<file path="src/hw/rtl/dmc_pkg.sv">
// Shared types and constants of the direct-mapped cache tag check unit.
`timescale 1ns / 1ps

package dmc_pkg;

    // Field widths
    localparam int ADDR_W      = 32;
    localparam int CNT_W       = 32;
    localparam int TAG_W       = 30;
    localparam int IDX_MAX_W   = 7;   // lines_log2 is at most 7
    localparam int LG_W        = 3;
    localparam int BW_W        = 2;
    localparam int CFG_IDX_W   = 1;
    localparam int CFG_DATA_W  = 3;
    localparam int WORD_BYTES_LOG2 = 2;

    // Configuration register indexes
    localparam logic [CFG_IDX_W-1:0] CFG_LINES_LOG2       = 1'b0;
    localparam logic [CFG_IDX_W-1:0] CFG_BLOCK_WORDS_LOG2 = 1'b1;

    // Configuration reset values
    localparam logic [LG_W-1:0] LINES_LOG2_RST       = 3'd6;
    localparam logic [BW_W-1:0] BLOCK_WORDS_LOG2_RST = 2'd0;

    // Input actions
    localparam logic ACT_ACCESS = 1'b0;
    localparam logic ACT_CLEAR  = 1'b1;

    // Classified operation passed from front to back
    typedef struct packed {
        logic                 clear;
        logic [IDX_MAX_W-1:0] idx;
        logic [TAG_W-1:0]     tag;
    } dmc_op_t;

    // Queue status seen by the front and back
    typedef struct packed {
        logic full;
        logic not_empty;
    } dmc_q_stat_t;

endpackage

</file>
<file path="src/hw/rtl/dmc_if.sv">
// Channel interfaces: configuration writes, access requests and results.
`timescale 1ns / 1ps

interface dmc_cfg_if;
    logic       valid;
    logic       ready;
    logic [0:0] index;
    logic [2:0] data;

    modport source (output valid, output index, output data, input ready);
    modport sink   (input valid, input index, input data, output ready);
endinterface

interface dmc_req_if;
    logic        valid;
    logic        ready;
    logic        action;
    logic [31:0] address;

    modport source (output valid, output action, output address, input ready);
    modport sink   (input valid, input action, input address, output ready);
endinterface

interface dmc_rsp_if;
    logic        valid;
    logic        ready;
    logic        hit;
    logic [31:0] request_count;
    logic [31:0] hit_count;
    logic [31:0] fetch_count;

    modport source (output valid, output hit, output request_count, output hit_count,
                    output fetch_count, input ready);
    modport sink   (input valid, input hit, input request_count, input hit_count,
                    input fetch_count, output ready);
endinterface

</file>
<file path="src/hw/rtl/dmc_front.sv">
// Front end: configuration registers, request intake and index/tag split.
`timescale 1ns / 1ps

module dmc_front #(
    parameter int LINES = 64
) (
    input  logic                clk,
    input  logic                rst_n,
    dmc_cfg_if.sink             cfg,
    dmc_req_if.sink             req,
    input  dmc_pkg::dmc_q_stat_t q_stat,
    output logic                push,
    output dmc_pkg::dmc_op_t    push_op
);
    import dmc_pkg::*;

    // Largest usable log2 of the line count
    localparam int LG_FLOOR = $clog2(LINES + 1) - 1;
    localparam int LG_TOP   = (LG_FLOOR > 7) ? 7 : LG_FLOOR;
    localparam logic [LG_W-1:0] LG_TOP_V = LG_W'(LG_TOP);

    logic [LG_W-1:0]      lines_log2_reg;
    logic [BW_W-1:0]      block_words_log2_reg;
    logic [LG_W-1:0]      lg;
    logic [2:0]           shamt;
    logic [ADDR_W-1:0]    shifted;
    logic [TAG_W-1:0]     block;
    logic [IDX_MAX_W-1:0] idx_mask;

    // Configuration writes, always accepted
    assign cfg.ready = 1'b1;

    always_ff @(posedge clk or negedge rst_n)
    begin
        if (!rst_n)
        begin
            lines_log2_reg       <= LINES_LOG2_RST;
            block_words_log2_reg <= BLOCK_WORDS_LOG2_RST;
        end
        else if (cfg.valid)
        begin
            unique case (cfg.index)
                CFG_LINES_LOG2:       lines_log2_reg       <= cfg.data;
                CFG_BLOCK_WORDS_LOG2: block_words_log2_reg <= cfg.data[BW_W-1:0];
                default:              ;
            endcase
        end
    end

    // Clamp line count to what the tag store holds
    assign lg = (lines_log2_reg > LG_TOP_V) ? LG_TOP_V : lines_log2_reg;

    // Block address, then index and tag
    assign shamt    = 3'(WORD_BYTES_LOG2) + {1'b0, block_words_log2_reg};
    assign shifted  = req.address >> shamt;
    assign block    = shifted[TAG_W-1:0];
    assign idx_mask = IDX_MAX_W'((8'd1 << lg) - 8'd1);

    always_comb
    begin
        push_op.clear = (req.action == ACT_CLEAR);
        push_op.idx   = block[IDX_MAX_W-1:0] & idx_mask;
        push_op.tag   = block >> lg;
    end

    // Transfer into the queue when it has room
    assign req.ready = !q_stat.full;
    assign push      = req.valid && !q_stat.full;

endmodule

</file>
<file path="src/hw/rtl/dmc_queue.sv">
// Two-entry queue of classified operations between front and back.
`timescale 1ns / 1ps

module dmc_queue (
    input  logic                 clk,
    input  logic                 rst_n,
    input  logic                 push,
    input  dmc_pkg::dmc_op_t     push_op,
    input  logic                 pop,
    output dmc_pkg::dmc_op_t     pop_op,
    output dmc_pkg::dmc_q_stat_t q_stat
);
    import dmc_pkg::*;

    dmc_op_t    entry_reg [2];
    logic       wr_ptr_reg;
    logic       rd_ptr_reg;
    logic [1:0] count_reg;
    logic [1:0] count_next;

    // Pointers and fill count
    always_comb
    begin
        count_next = count_reg;
        if (push && !pop)
        begin
            count_next = count_reg + 2'd1;
        end
        else if (pop && !push)
        begin
            count_next = count_reg - 2'd1;
        end
    end

    always_ff @(posedge clk or negedge rst_n)
    begin
        if (!rst_n)
        begin
            wr_ptr_reg <= 1'b0;
            rd_ptr_reg <= 1'b0;
            count_reg  <= 2'd0;
        end
        else
        begin
            if (push)
            begin
                wr_ptr_reg <= !wr_ptr_reg;
            end
            if (pop)
            begin
                rd_ptr_reg <= !rd_ptr_reg;
            end
            count_reg <= count_next;
        end
    end

    // Entry storage
    always_ff @(posedge clk)
    begin
        if (push)
        begin
            entry_reg[wr_ptr_reg] <= push_op;
        end
    end

    assign pop_op           = entry_reg[rd_ptr_reg];
    assign q_stat.full      = (count_reg == 2'd2);
    assign q_stat.not_empty = (count_reg != 2'd0);

endmodule

</file>
<file path="src/hw/rtl/dmc_back.sv">
// Back end: tag store lookup and update, statistics counters, result register.
`timescale 1ns / 1ps

module dmc_back #(
    parameter int LINES = 64
) (
    input  logic                 clk,
    input  logic                 rst_n,
    input  dmc_pkg::dmc_q_stat_t q_stat,
    input  dmc_pkg::dmc_op_t     pop_op,
    output logic                 pop,
    dmc_rsp_if.source            rsp
);
    import dmc_pkg::*;

    localparam int LG_FLOOR = $clog2(LINES + 1) - 1;
    localparam int LG_TOP   = (LG_FLOOR > 7) ? 7 : LG_FLOOR;
    localparam int DEPTH    = 1 << LG_TOP;
    localparam int IDX_W    = (LG_TOP == 0) ? 1 : LG_TOP;

    localparam logic S_IDLE = 1'b0;
    localparam logic S_LOOK = 1'b1;

    logic             state_reg;
    logic             state_next;
    dmc_op_t          op_reg;
    logic [TAG_W-1:0] tag_mem [DEPTH];
    logic [TAG_W-1:0] rd_tag_reg;
    logic [DEPTH-1:0] valid_reg;
    logic [CNT_W-1:0] req_cnt_reg;
    logic [CNT_W-1:0] req_cnt_next;
    logic [CNT_W-1:0] hit_cnt_reg;
    logic [CNT_W-1:0] hit_cnt_next;
    logic [CNT_W-1:0] fetch_cnt_reg;
    logic [CNT_W-1:0] fetch_cnt_next;
    logic             rsp_valid_reg;
    logic             rsp_hit_reg;
    logic [CNT_W-1:0] rsp_req_reg;
    logic [CNT_W-1:0] rsp_hits_reg;
    logic [CNT_W-1:0] rsp_fetch_reg;
    logic [IDX_W-1:0] pop_idx;
    logic [IDX_W-1:0] look_idx;
    logic             done;
    logic             is_hit;
    logic             wr_en;

    assign pop_idx  = pop_op.idx[IDX_W-1:0];
    assign look_idx = op_reg.idx[IDX_W-1:0];

    // Sequencer: read the tag, then resolve once the result register is free
    assign pop  = (state_reg == S_IDLE) && q_stat.not_empty;
    assign done = (state_reg == S_LOOK) && (!rsp_valid_reg || rsp.ready);

    always_comb
    begin
        state_next = state_reg;
        unique case (state_reg)
            S_IDLE: if (pop)  state_next = S_LOOK;
            S_LOOK: if (done) state_next = S_IDLE;
            default: state_next = S_IDLE;
        endcase
    end

    // Hit check and counter updates
    assign is_hit = !op_reg.clear && valid_reg[look_idx] && (rd_tag_reg == op_reg.tag);
    assign wr_en  = done && !op_reg.clear && !is_hit;

    always_comb
    begin
        if (op_reg.clear)
        begin
            req_cnt_next   = '0;
            hit_cnt_next   = '0;
            fetch_cnt_next = '0;
        end
        else
        begin
            req_cnt_next   = req_cnt_reg + 32'd1;
            hit_cnt_next   = is_hit ? hit_cnt_reg + 32'd1 : hit_cnt_reg;
            fetch_cnt_next = is_hit ? fetch_cnt_reg : fetch_cnt_reg + 32'd1;
        end
    end

    // Control state
    always_ff @(posedge clk or negedge rst_n)
    begin
        if (!rst_n)
        begin
            state_reg     <= S_IDLE;
            valid_reg     <= '0;
            req_cnt_reg   <= '0;
            hit_cnt_reg   <= '0;
            fetch_cnt_reg <= '0;
            rsp_valid_reg <= 1'b0;
        end
        else
        begin
            state_reg <= state_next;
            if (done)
            begin
                req_cnt_reg   <= req_cnt_next;
                hit_cnt_reg   <= hit_cnt_next;
                fetch_cnt_reg <= fetch_cnt_next;
                if (op_reg.clear)
                begin
                    valid_reg <= '0;
                end
                else if (wr_en)
                begin
                    valid_reg[look_idx] <= 1'b1;
                end
            end
            if (done)
            begin
                rsp_valid_reg <= 1'b1;
            end
            else if (rsp.ready)
            begin
                rsp_valid_reg <= 1'b0;
            end
        end
    end

    // Operation latch, result payload
    always_ff @(posedge clk)
    begin
        if (pop)
        begin
            op_reg <= pop_op;
        end
        if (done)
        begin
            rsp_hit_reg   <= is_hit;
            rsp_req_reg   <= req_cnt_next;
            rsp_hits_reg  <= hit_cnt_next;
            rsp_fetch_reg <= fetch_cnt_next;
        end
    end

    // Tag store: one write port, one registered read port
    always_ff @(posedge clk)
    begin
        if (wr_en)
        begin
            tag_mem[look_idx] <= op_reg.tag;
        end
        if (pop)
        begin
            rd_tag_reg <= tag_mem[pop_idx];
        end
    end

    assign rsp.valid         = rsp_valid_reg;
    assign rsp.hit           = rsp_hit_reg;
    assign rsp.request_count = rsp_req_reg;
    assign rsp.hit_count     = rsp_hits_reg;
    assign rsp.fetch_count   = rsp_fetch_reg;

endmodule

</file>
<file path="src/hw/rtl/direct_mapped_cache_tag_check_unit.sv">
// Top level of the direct-mapped cache tag check unit.
//
//  Channel | Dir | Payload                                          | Transfer
//  cfg     | in  | index, data (lines_log2, block_words_log2)       | valid & ready
//  req     | in  | action, address                                  | valid & ready
//  rsp     | out | hit, request_count, hit_count, fetch_count       | valid & ready
//
// Each item passes two back-end states: a tag store read, then the compare/update
// state that loads the result register once it is free, and no new item is taken
// before then. Requests pass the queue, tag read and result registers to rsp.
// Reset clears the line valid flops and counters at once; no clearing pass.
// A two-entry queue lets requests transfer while a result waits on rsp.ready.
`timescale 1ns / 1ps

module direct_mapped_cache_tag_check_unit #(
    parameter int LINES = 64
) (
    input  logic      clk,
    input  logic      rst_n,
    dmc_cfg_if.sink   cfg,
    dmc_req_if.sink   req,
    dmc_rsp_if.source rsp
);
    import dmc_pkg::*;

    dmc_q_stat_t q_stat;
    dmc_op_t     push_op;
    dmc_op_t     pop_op;
    logic        push;
    logic        pop;

    // Intake and classification
    dmc_front #(
        .LINES (LINES)
    ) u_front (
        .clk     (clk),
        .rst_n   (rst_n),
        .cfg     (cfg),
        .req     (req),
        .q_stat  (q_stat),
        .push    (push),
        .push_op (push_op)
    );

    // Decoupling queue
    dmc_queue u_queue (
        .clk     (clk),
        .rst_n   (rst_n),
        .push    (push),
        .push_op (push_op),
        .pop     (pop),
        .pop_op  (pop_op),
        .q_stat  (q_stat)
    );

    // Lookup, update and results
    dmc_back #(
        .LINES (LINES)
    ) u_back (
        .clk    (clk),
        .rst_n  (rst_n),
        .q_stat (q_stat),
        .pop_op (pop_op),
        .pop    (pop),
        .rsp    (rsp)
    );

endmodule

</file>
<file path="src/flat_wrapper.sv">
// flat-port wrapper written by rule: the top's interface ports become plain ports
module direct_mapped_cache_tag_check_unit_flat import dmc_pkg::*;
#(
    parameter int LINES = 64
)
  (clk, rst_n, cfg_valid, cfg_index, cfg_data, cfg_ready, req_valid, req_action, req_address, req_ready, rsp_valid, rsp_hit, rsp_request_count, rsp_hit_count, rsp_fetch_count, rsp_ready);
  dmc_cfg_if cfg_i ();
  dmc_req_if req_i ();
  dmc_rsp_if rsp_i ();
  input  logic clk;
  input  logic rst_n;
  input wire logic [$bits(cfg_i.valid)-1:0] cfg_valid;
  input wire logic [$bits(cfg_i.index)-1:0] cfg_index;
  input wire logic [$bits(cfg_i.data)-1:0] cfg_data;
  output wire logic [$bits(cfg_i.ready)-1:0] cfg_ready;
  input wire logic [$bits(req_i.valid)-1:0] req_valid;
  input wire logic [$bits(req_i.action)-1:0] req_action;
  input wire logic [$bits(req_i.address)-1:0] req_address;
  output wire logic [$bits(req_i.ready)-1:0] req_ready;
  output wire logic [$bits(rsp_i.valid)-1:0] rsp_valid;
  output wire logic [$bits(rsp_i.hit)-1:0] rsp_hit;
  output wire logic [$bits(rsp_i.request_count)-1:0] rsp_request_count;
  output wire logic [$bits(rsp_i.hit_count)-1:0] rsp_hit_count;
  output wire logic [$bits(rsp_i.fetch_count)-1:0] rsp_fetch_count;
  input wire logic [$bits(rsp_i.ready)-1:0] rsp_ready;
  assign cfg_i.valid = cfg_valid;
  assign cfg_i.index = cfg_index;
  assign cfg_i.data = cfg_data;
  assign cfg_ready = cfg_i.ready;
  assign req_i.valid = req_valid;
  assign req_i.action = req_action;
  assign req_i.address = req_address;
  assign req_ready = req_i.ready;
  assign rsp_valid = rsp_i.valid;
  assign rsp_hit = rsp_i.hit;
  assign rsp_request_count = rsp_i.request_count;
  assign rsp_hit_count = rsp_i.hit_count;
  assign rsp_fetch_count = rsp_i.fetch_count;
  assign rsp_i.ready = rsp_ready;
  direct_mapped_cache_tag_check_unit #(.LINES(LINES)) u_core (.clk(clk), .rst_n(rst_n), .cfg(cfg_i), .req(req_i), .rsp(rsp_i));
endmodule
</file>
<file path="config.mk">
export PLATFORM = sky130hd
export DESIGN_NAME = direct_mapped_cache_tag_check_unit_flat
export DESIGN_NICKNAME = d
export VERILOG_FILES = /design/src/hw/rtl/dmc_pkg.sv /design/src/hw/rtl/dmc_if.sv /design/src/hw/rtl/dmc_front.sv /design/src/hw/rtl/dmc_queue.sv /design/src/hw/rtl/dmc_back.sv /design/src/hw/rtl/direct_mapped_cache_tag_check_unit.sv /design/src/flat_wrapper.sv
export SDC_FILE = /design/constraint.sdc
export NUM_CORES = 2
export LEC_CHECK = 0
export BUFFER_PORTS_ARGS = -buffer_cell sky130_fd_sc_hd__buf_2
export CELL_PAD_IN_SITES_DETAIL_PLACEMENT = 2
export CELL_PAD_IN_SITES_GLOBAL_PLACEMENT = 2
export CORE_UTILIZATION = 54
export CTS_CLUSTER_DIAMETER = 30
export DETAILED_ROUTE_END_ITERATION = 10
export PLACE_DENSITY_LB_ADDON = 0.1
export SLEW_MARGIN = 20
export SYNTH_ARGS = -nofsm -noshare
export SYNTH_HDL_FRONTEND = slang
export SYNTH_HIERARCHICAL = 1
export SYNTH_SLANG_ARGS = --single-unit
</file>
<file path="constraint.sdc">
create_clock -name clk -period 7.4 [get_ports clk]
set_input_delay 0.37 -clock clk [delete_from_list [all_inputs] [get_ports clk]]
set_output_delay 0.37 -clock clk [all_outputs]
set_load 0.01 [all_outputs]
</file>
==> results of run 1 <==
-- metrics by stage --
stage / hold WS (ns) / area (µm²) / setup slack (ns) / utilization / std cells
after floorplan: 0.0744 / 93600 / 2.48 / - / 4570
after global placement: 0.373 / 97700 / 2.62 / 0.568 / 6885
after detailed placement: 0.368 / 97700 / 2.03 / 0.568 / 6885
==> metrics.md, run 1 <==
| Metric | Value |
|---|---|
| Die H | 418 µm |
| Halt Stage | 4_1_cts |
| Syn_area_per_cell | 20.5 µm² |
| First error | [ERROR DPL-0033] detailed placement checks failed during check placement. |
| Synthesized netlist cell count | 4570 |
| Post-Syn Area | 0.0936 mm² |
| Root Buffer | clkbuf_16 |
| Post-CTS Hold Buffers | 15 |
| DP HPWL | 191000 µm |
| Htree depth | 5 |
| CTS buffer count | 490 |
| Num ports | 142 |
| Run status | did not finish |
| CTS resizes | 0 |
| Syn nets | 4616 |
| Placer Congestion | 0.808 |
| Row count | 152 |
| Die W | 418 µm |
| Syn. warnings | 6 |
| Number of port buffers | 138 |
| Clock Tree Buf Depth | 4 |
| Setup repair bufs after CTS | 0 |
| Starting Density | 0.544 |
==> run 2, diff against run 1 <==
Settings changed: CELL_PAD_IN_SITES_DETAIL_PLACEMENT 2 to default, CELL_PAD_IN_SITES_GLOBAL_PLACEMENT 2 to default, CORE_UTILIZATION 54 to 39, CTS_CLUSTER_DIAMETER 30 to default, PLACE_DENSITY_LB_ADDON 0.1 to 0.15.
==> run 2 against run 1 <==
- the run now ends clean
- synthesized cell count unchanged
- area after synthesis did not move
==> metrics.md, run 2 <==
| Metric | Value |
|---|---|
| P&R area growth vs syn | 14.0% |
| Htree depth | 4 (-1) |
| First-pass GRT wire length | 351000 µm |
| Max Fclk | 0.200 GHz |
| Max FFs per register | 1920 |
| Initial antenna violation count | 35 |
| MaxCap Viol Count | 0 |
| Routed Wire Length | 248000 µm |
| DP HPWL | 135000 µm (-29%) |
| Syn. warnings | 6 (unchanged) |
| Vias | 46500 |
| Slew @ Worst Pin | 1.11 ns |
| CTS tree | yes |
| Max IR drop VDD | 0.217 mV |
| Setup TNS | 0 ns |
| GRT Overall Usage | 0.205 |
| RSZ-0062 raised after global routing | no |
| Post-route cell area | 0.107 mm² |
| CTS resizes | 0 (unchanged) |
| Crit-path max FO | 100 |
| CP endpoint kind | flip-flop |
| Placer Congestion | 0.805 (-0.38%) |
| FILL cells | 20200 |
| WL/cell | 30.3 µm |
| CTS clk-pin slew, worst paths | 0.07 ns |
| Starting Density | 0.393 (-0.152) |
| Lkg Pwr | 34.2 nW |
| Setup repair bufs after CTS | 0 (unchanged) |
| Layout cells sized above 1 | 0.294 |
| Post-Syn Area | 0.0936 mm² (unchanged) |
| Final Hold Fails | 0 |
| Clock Tree Buf Depth | 3 (-1) |
| Root Buffer | clkbuf_16 |
| Pre-Repair DR Iteration Count | 7 |
| Antenna Nets Post-Route | 0 |
| Final net count | 4880 |
| Pins Over Slew Limit | 0 |
| Post-DP Area | 0.0989 mm² (+1.2%) |
| Largest net degree at the start of global routing | 167 |
| Worst hold path type | in2async |
| Total power | 43.0 mW |
| Initial DRC Count | 4672 |
| Syn_area_per_cell | 20.5 µm² (unchanged) |
| Core box area | 0.238 mm² |
| Placed Cells | 7751 (+13%) |
| Slew Limit Headroom | 0.259 |
| Clock latency on the worst-skew pair | 0.89 ns |
| Die W | 492 µm (+18%) |
| Pwr per Cell Area | 403 mW/mm² |
| GR Overflow Total | 0 |
| Final setup viols | 0 |
| Crit Path Category | reg2reg |
| Final Cycle Share | 0.676 |
| Run status | finished, final reports clean |
| Clock Sinks | 2329 |
| Vias per Instance | 5.66 |
| Most frequent cells in the layout | edfxtp_1 (2158), mux4_2 (669), clkbuf_16 (239), nand2_1 (236), dfrtp_1 (167) |
| Type of origin of the critical path | flip-flop |
| Row count | 179 (+18%) |
| Clock Skew | 0.0424 ns |
| WP data arrival | 5.67 ns |
| R2R Setup Slk | 2.40 ns |
| Synthesized netlist cell count | 4570 (unchanged) |
| Num ports | 142 (unchanged) |
| CTS buffer count | 234 (-52%) |
| Finished Layout Cells | 8201 |
| Post-route minimum period | 5.00 ns |
| Die H | 492 µm (+18%) |
| Post-CTS Hold Buffers | 14 (-1) |
| Number of port buffers | 138 (unchanged) |
| Syn nets | 4616 (unchanged) |
| Vias in the first global route | 47200 |
| DRC | 0 |
| Die ar. | 0.242 mm² |
| Commonest non-fill, non-tap cell in the layout | edfxtp_1 |
| Worst EP required | 8.07 ns |
## run 2: stage by stage
| stage | setup WS, ns | hold WS [ns] | util |
|---|---|---|---|
| after floorplan | 2.48 | 0.0744 | - |
| after global routing | 2.13 | 0.0664 | 0.447 |
| after CTS | 2.30 | 0.0120 | 0.447 |
| after global placement | 2.39 | 0.397 | 0.415 |
| after detailed placement | 2.31 | 0.399 | 0.415 |
| final | 2.40 | 0.0502 | 0.448 |
## run 2: per-layer routing
metal,GRT usage,vias to the layer above,part of all wire
met1,0.276,25000,0.41
met2,0.323,1503,0.48
met4,0.0709,30,0.032
met3,0.0527,362,0.078
met5,0,-,0.00073
li1,-,19600,-
## run 2: power breakdown
| group | internal, mW | switching, mW | total, mW |
|---|---|---|---|
| logic | 4.76 | 8.31 | 13.1 |
| registers | 17.3 | 0.716 | 18.0 |
| clock network | 6.88 | 5.01 | 11.9 |
## run 2: critical path, cell delays in order, from the launching register on
cell	delay [ns]
edfxtp_1	0.32
buf_4	0.61
xor2_1	0.14
nor4_1	0.60
nand4_1	0.52
a21o_2	0.40
inv_6	0.52
buf_4	0.92
nand2_1	0.31
o31ai_1	0.37
## run 2: worst paths after layout
| kind | startpoint | end | cells past startpoint |
|---|---|---|---|
| min | rst_n | u_core/u_back/fetch_cnt_reg[5] | 2 |
| max in group asynchronous | rst_n | u_core/u_back/valid_reg[52] | 3 |
| max reg2reg | u_core/u_back/op_reg[10] | u_core/u_back/rsp.hit_count[18] | 9 |
| min in group clk | req_address[3] | u_core/u_queue/entry_reg[1][31] | 4 |
| max | u_core/u_back/op_reg[10] | u_core/u_back/rsp.hit_count[18] | 9 |
| min reg2reg | u_core/u_queue/count_reg[1] | u_core/u_queue/count_reg[1] | 1 |
## run 2: area by class of cell
type / count / area [µm²] / area share
diodes: 4 / 10.0 / 0.0000939
clock buffers: 302 / 6270 / 0.0588
clock inverters: 130 / 1370 / 0.0128
inverters: 39 / 156 / 0.00147
multi-input cells: 1923 / 23600 / 0.221
flip-flops and latches: 2329 / 69100 / 0.648
well taps: 3167 / 3960 / 0.0372
repair buffers: 307 / 2180 / 0.0204
No activity file was read; power rests on OpenSTA's default activity.
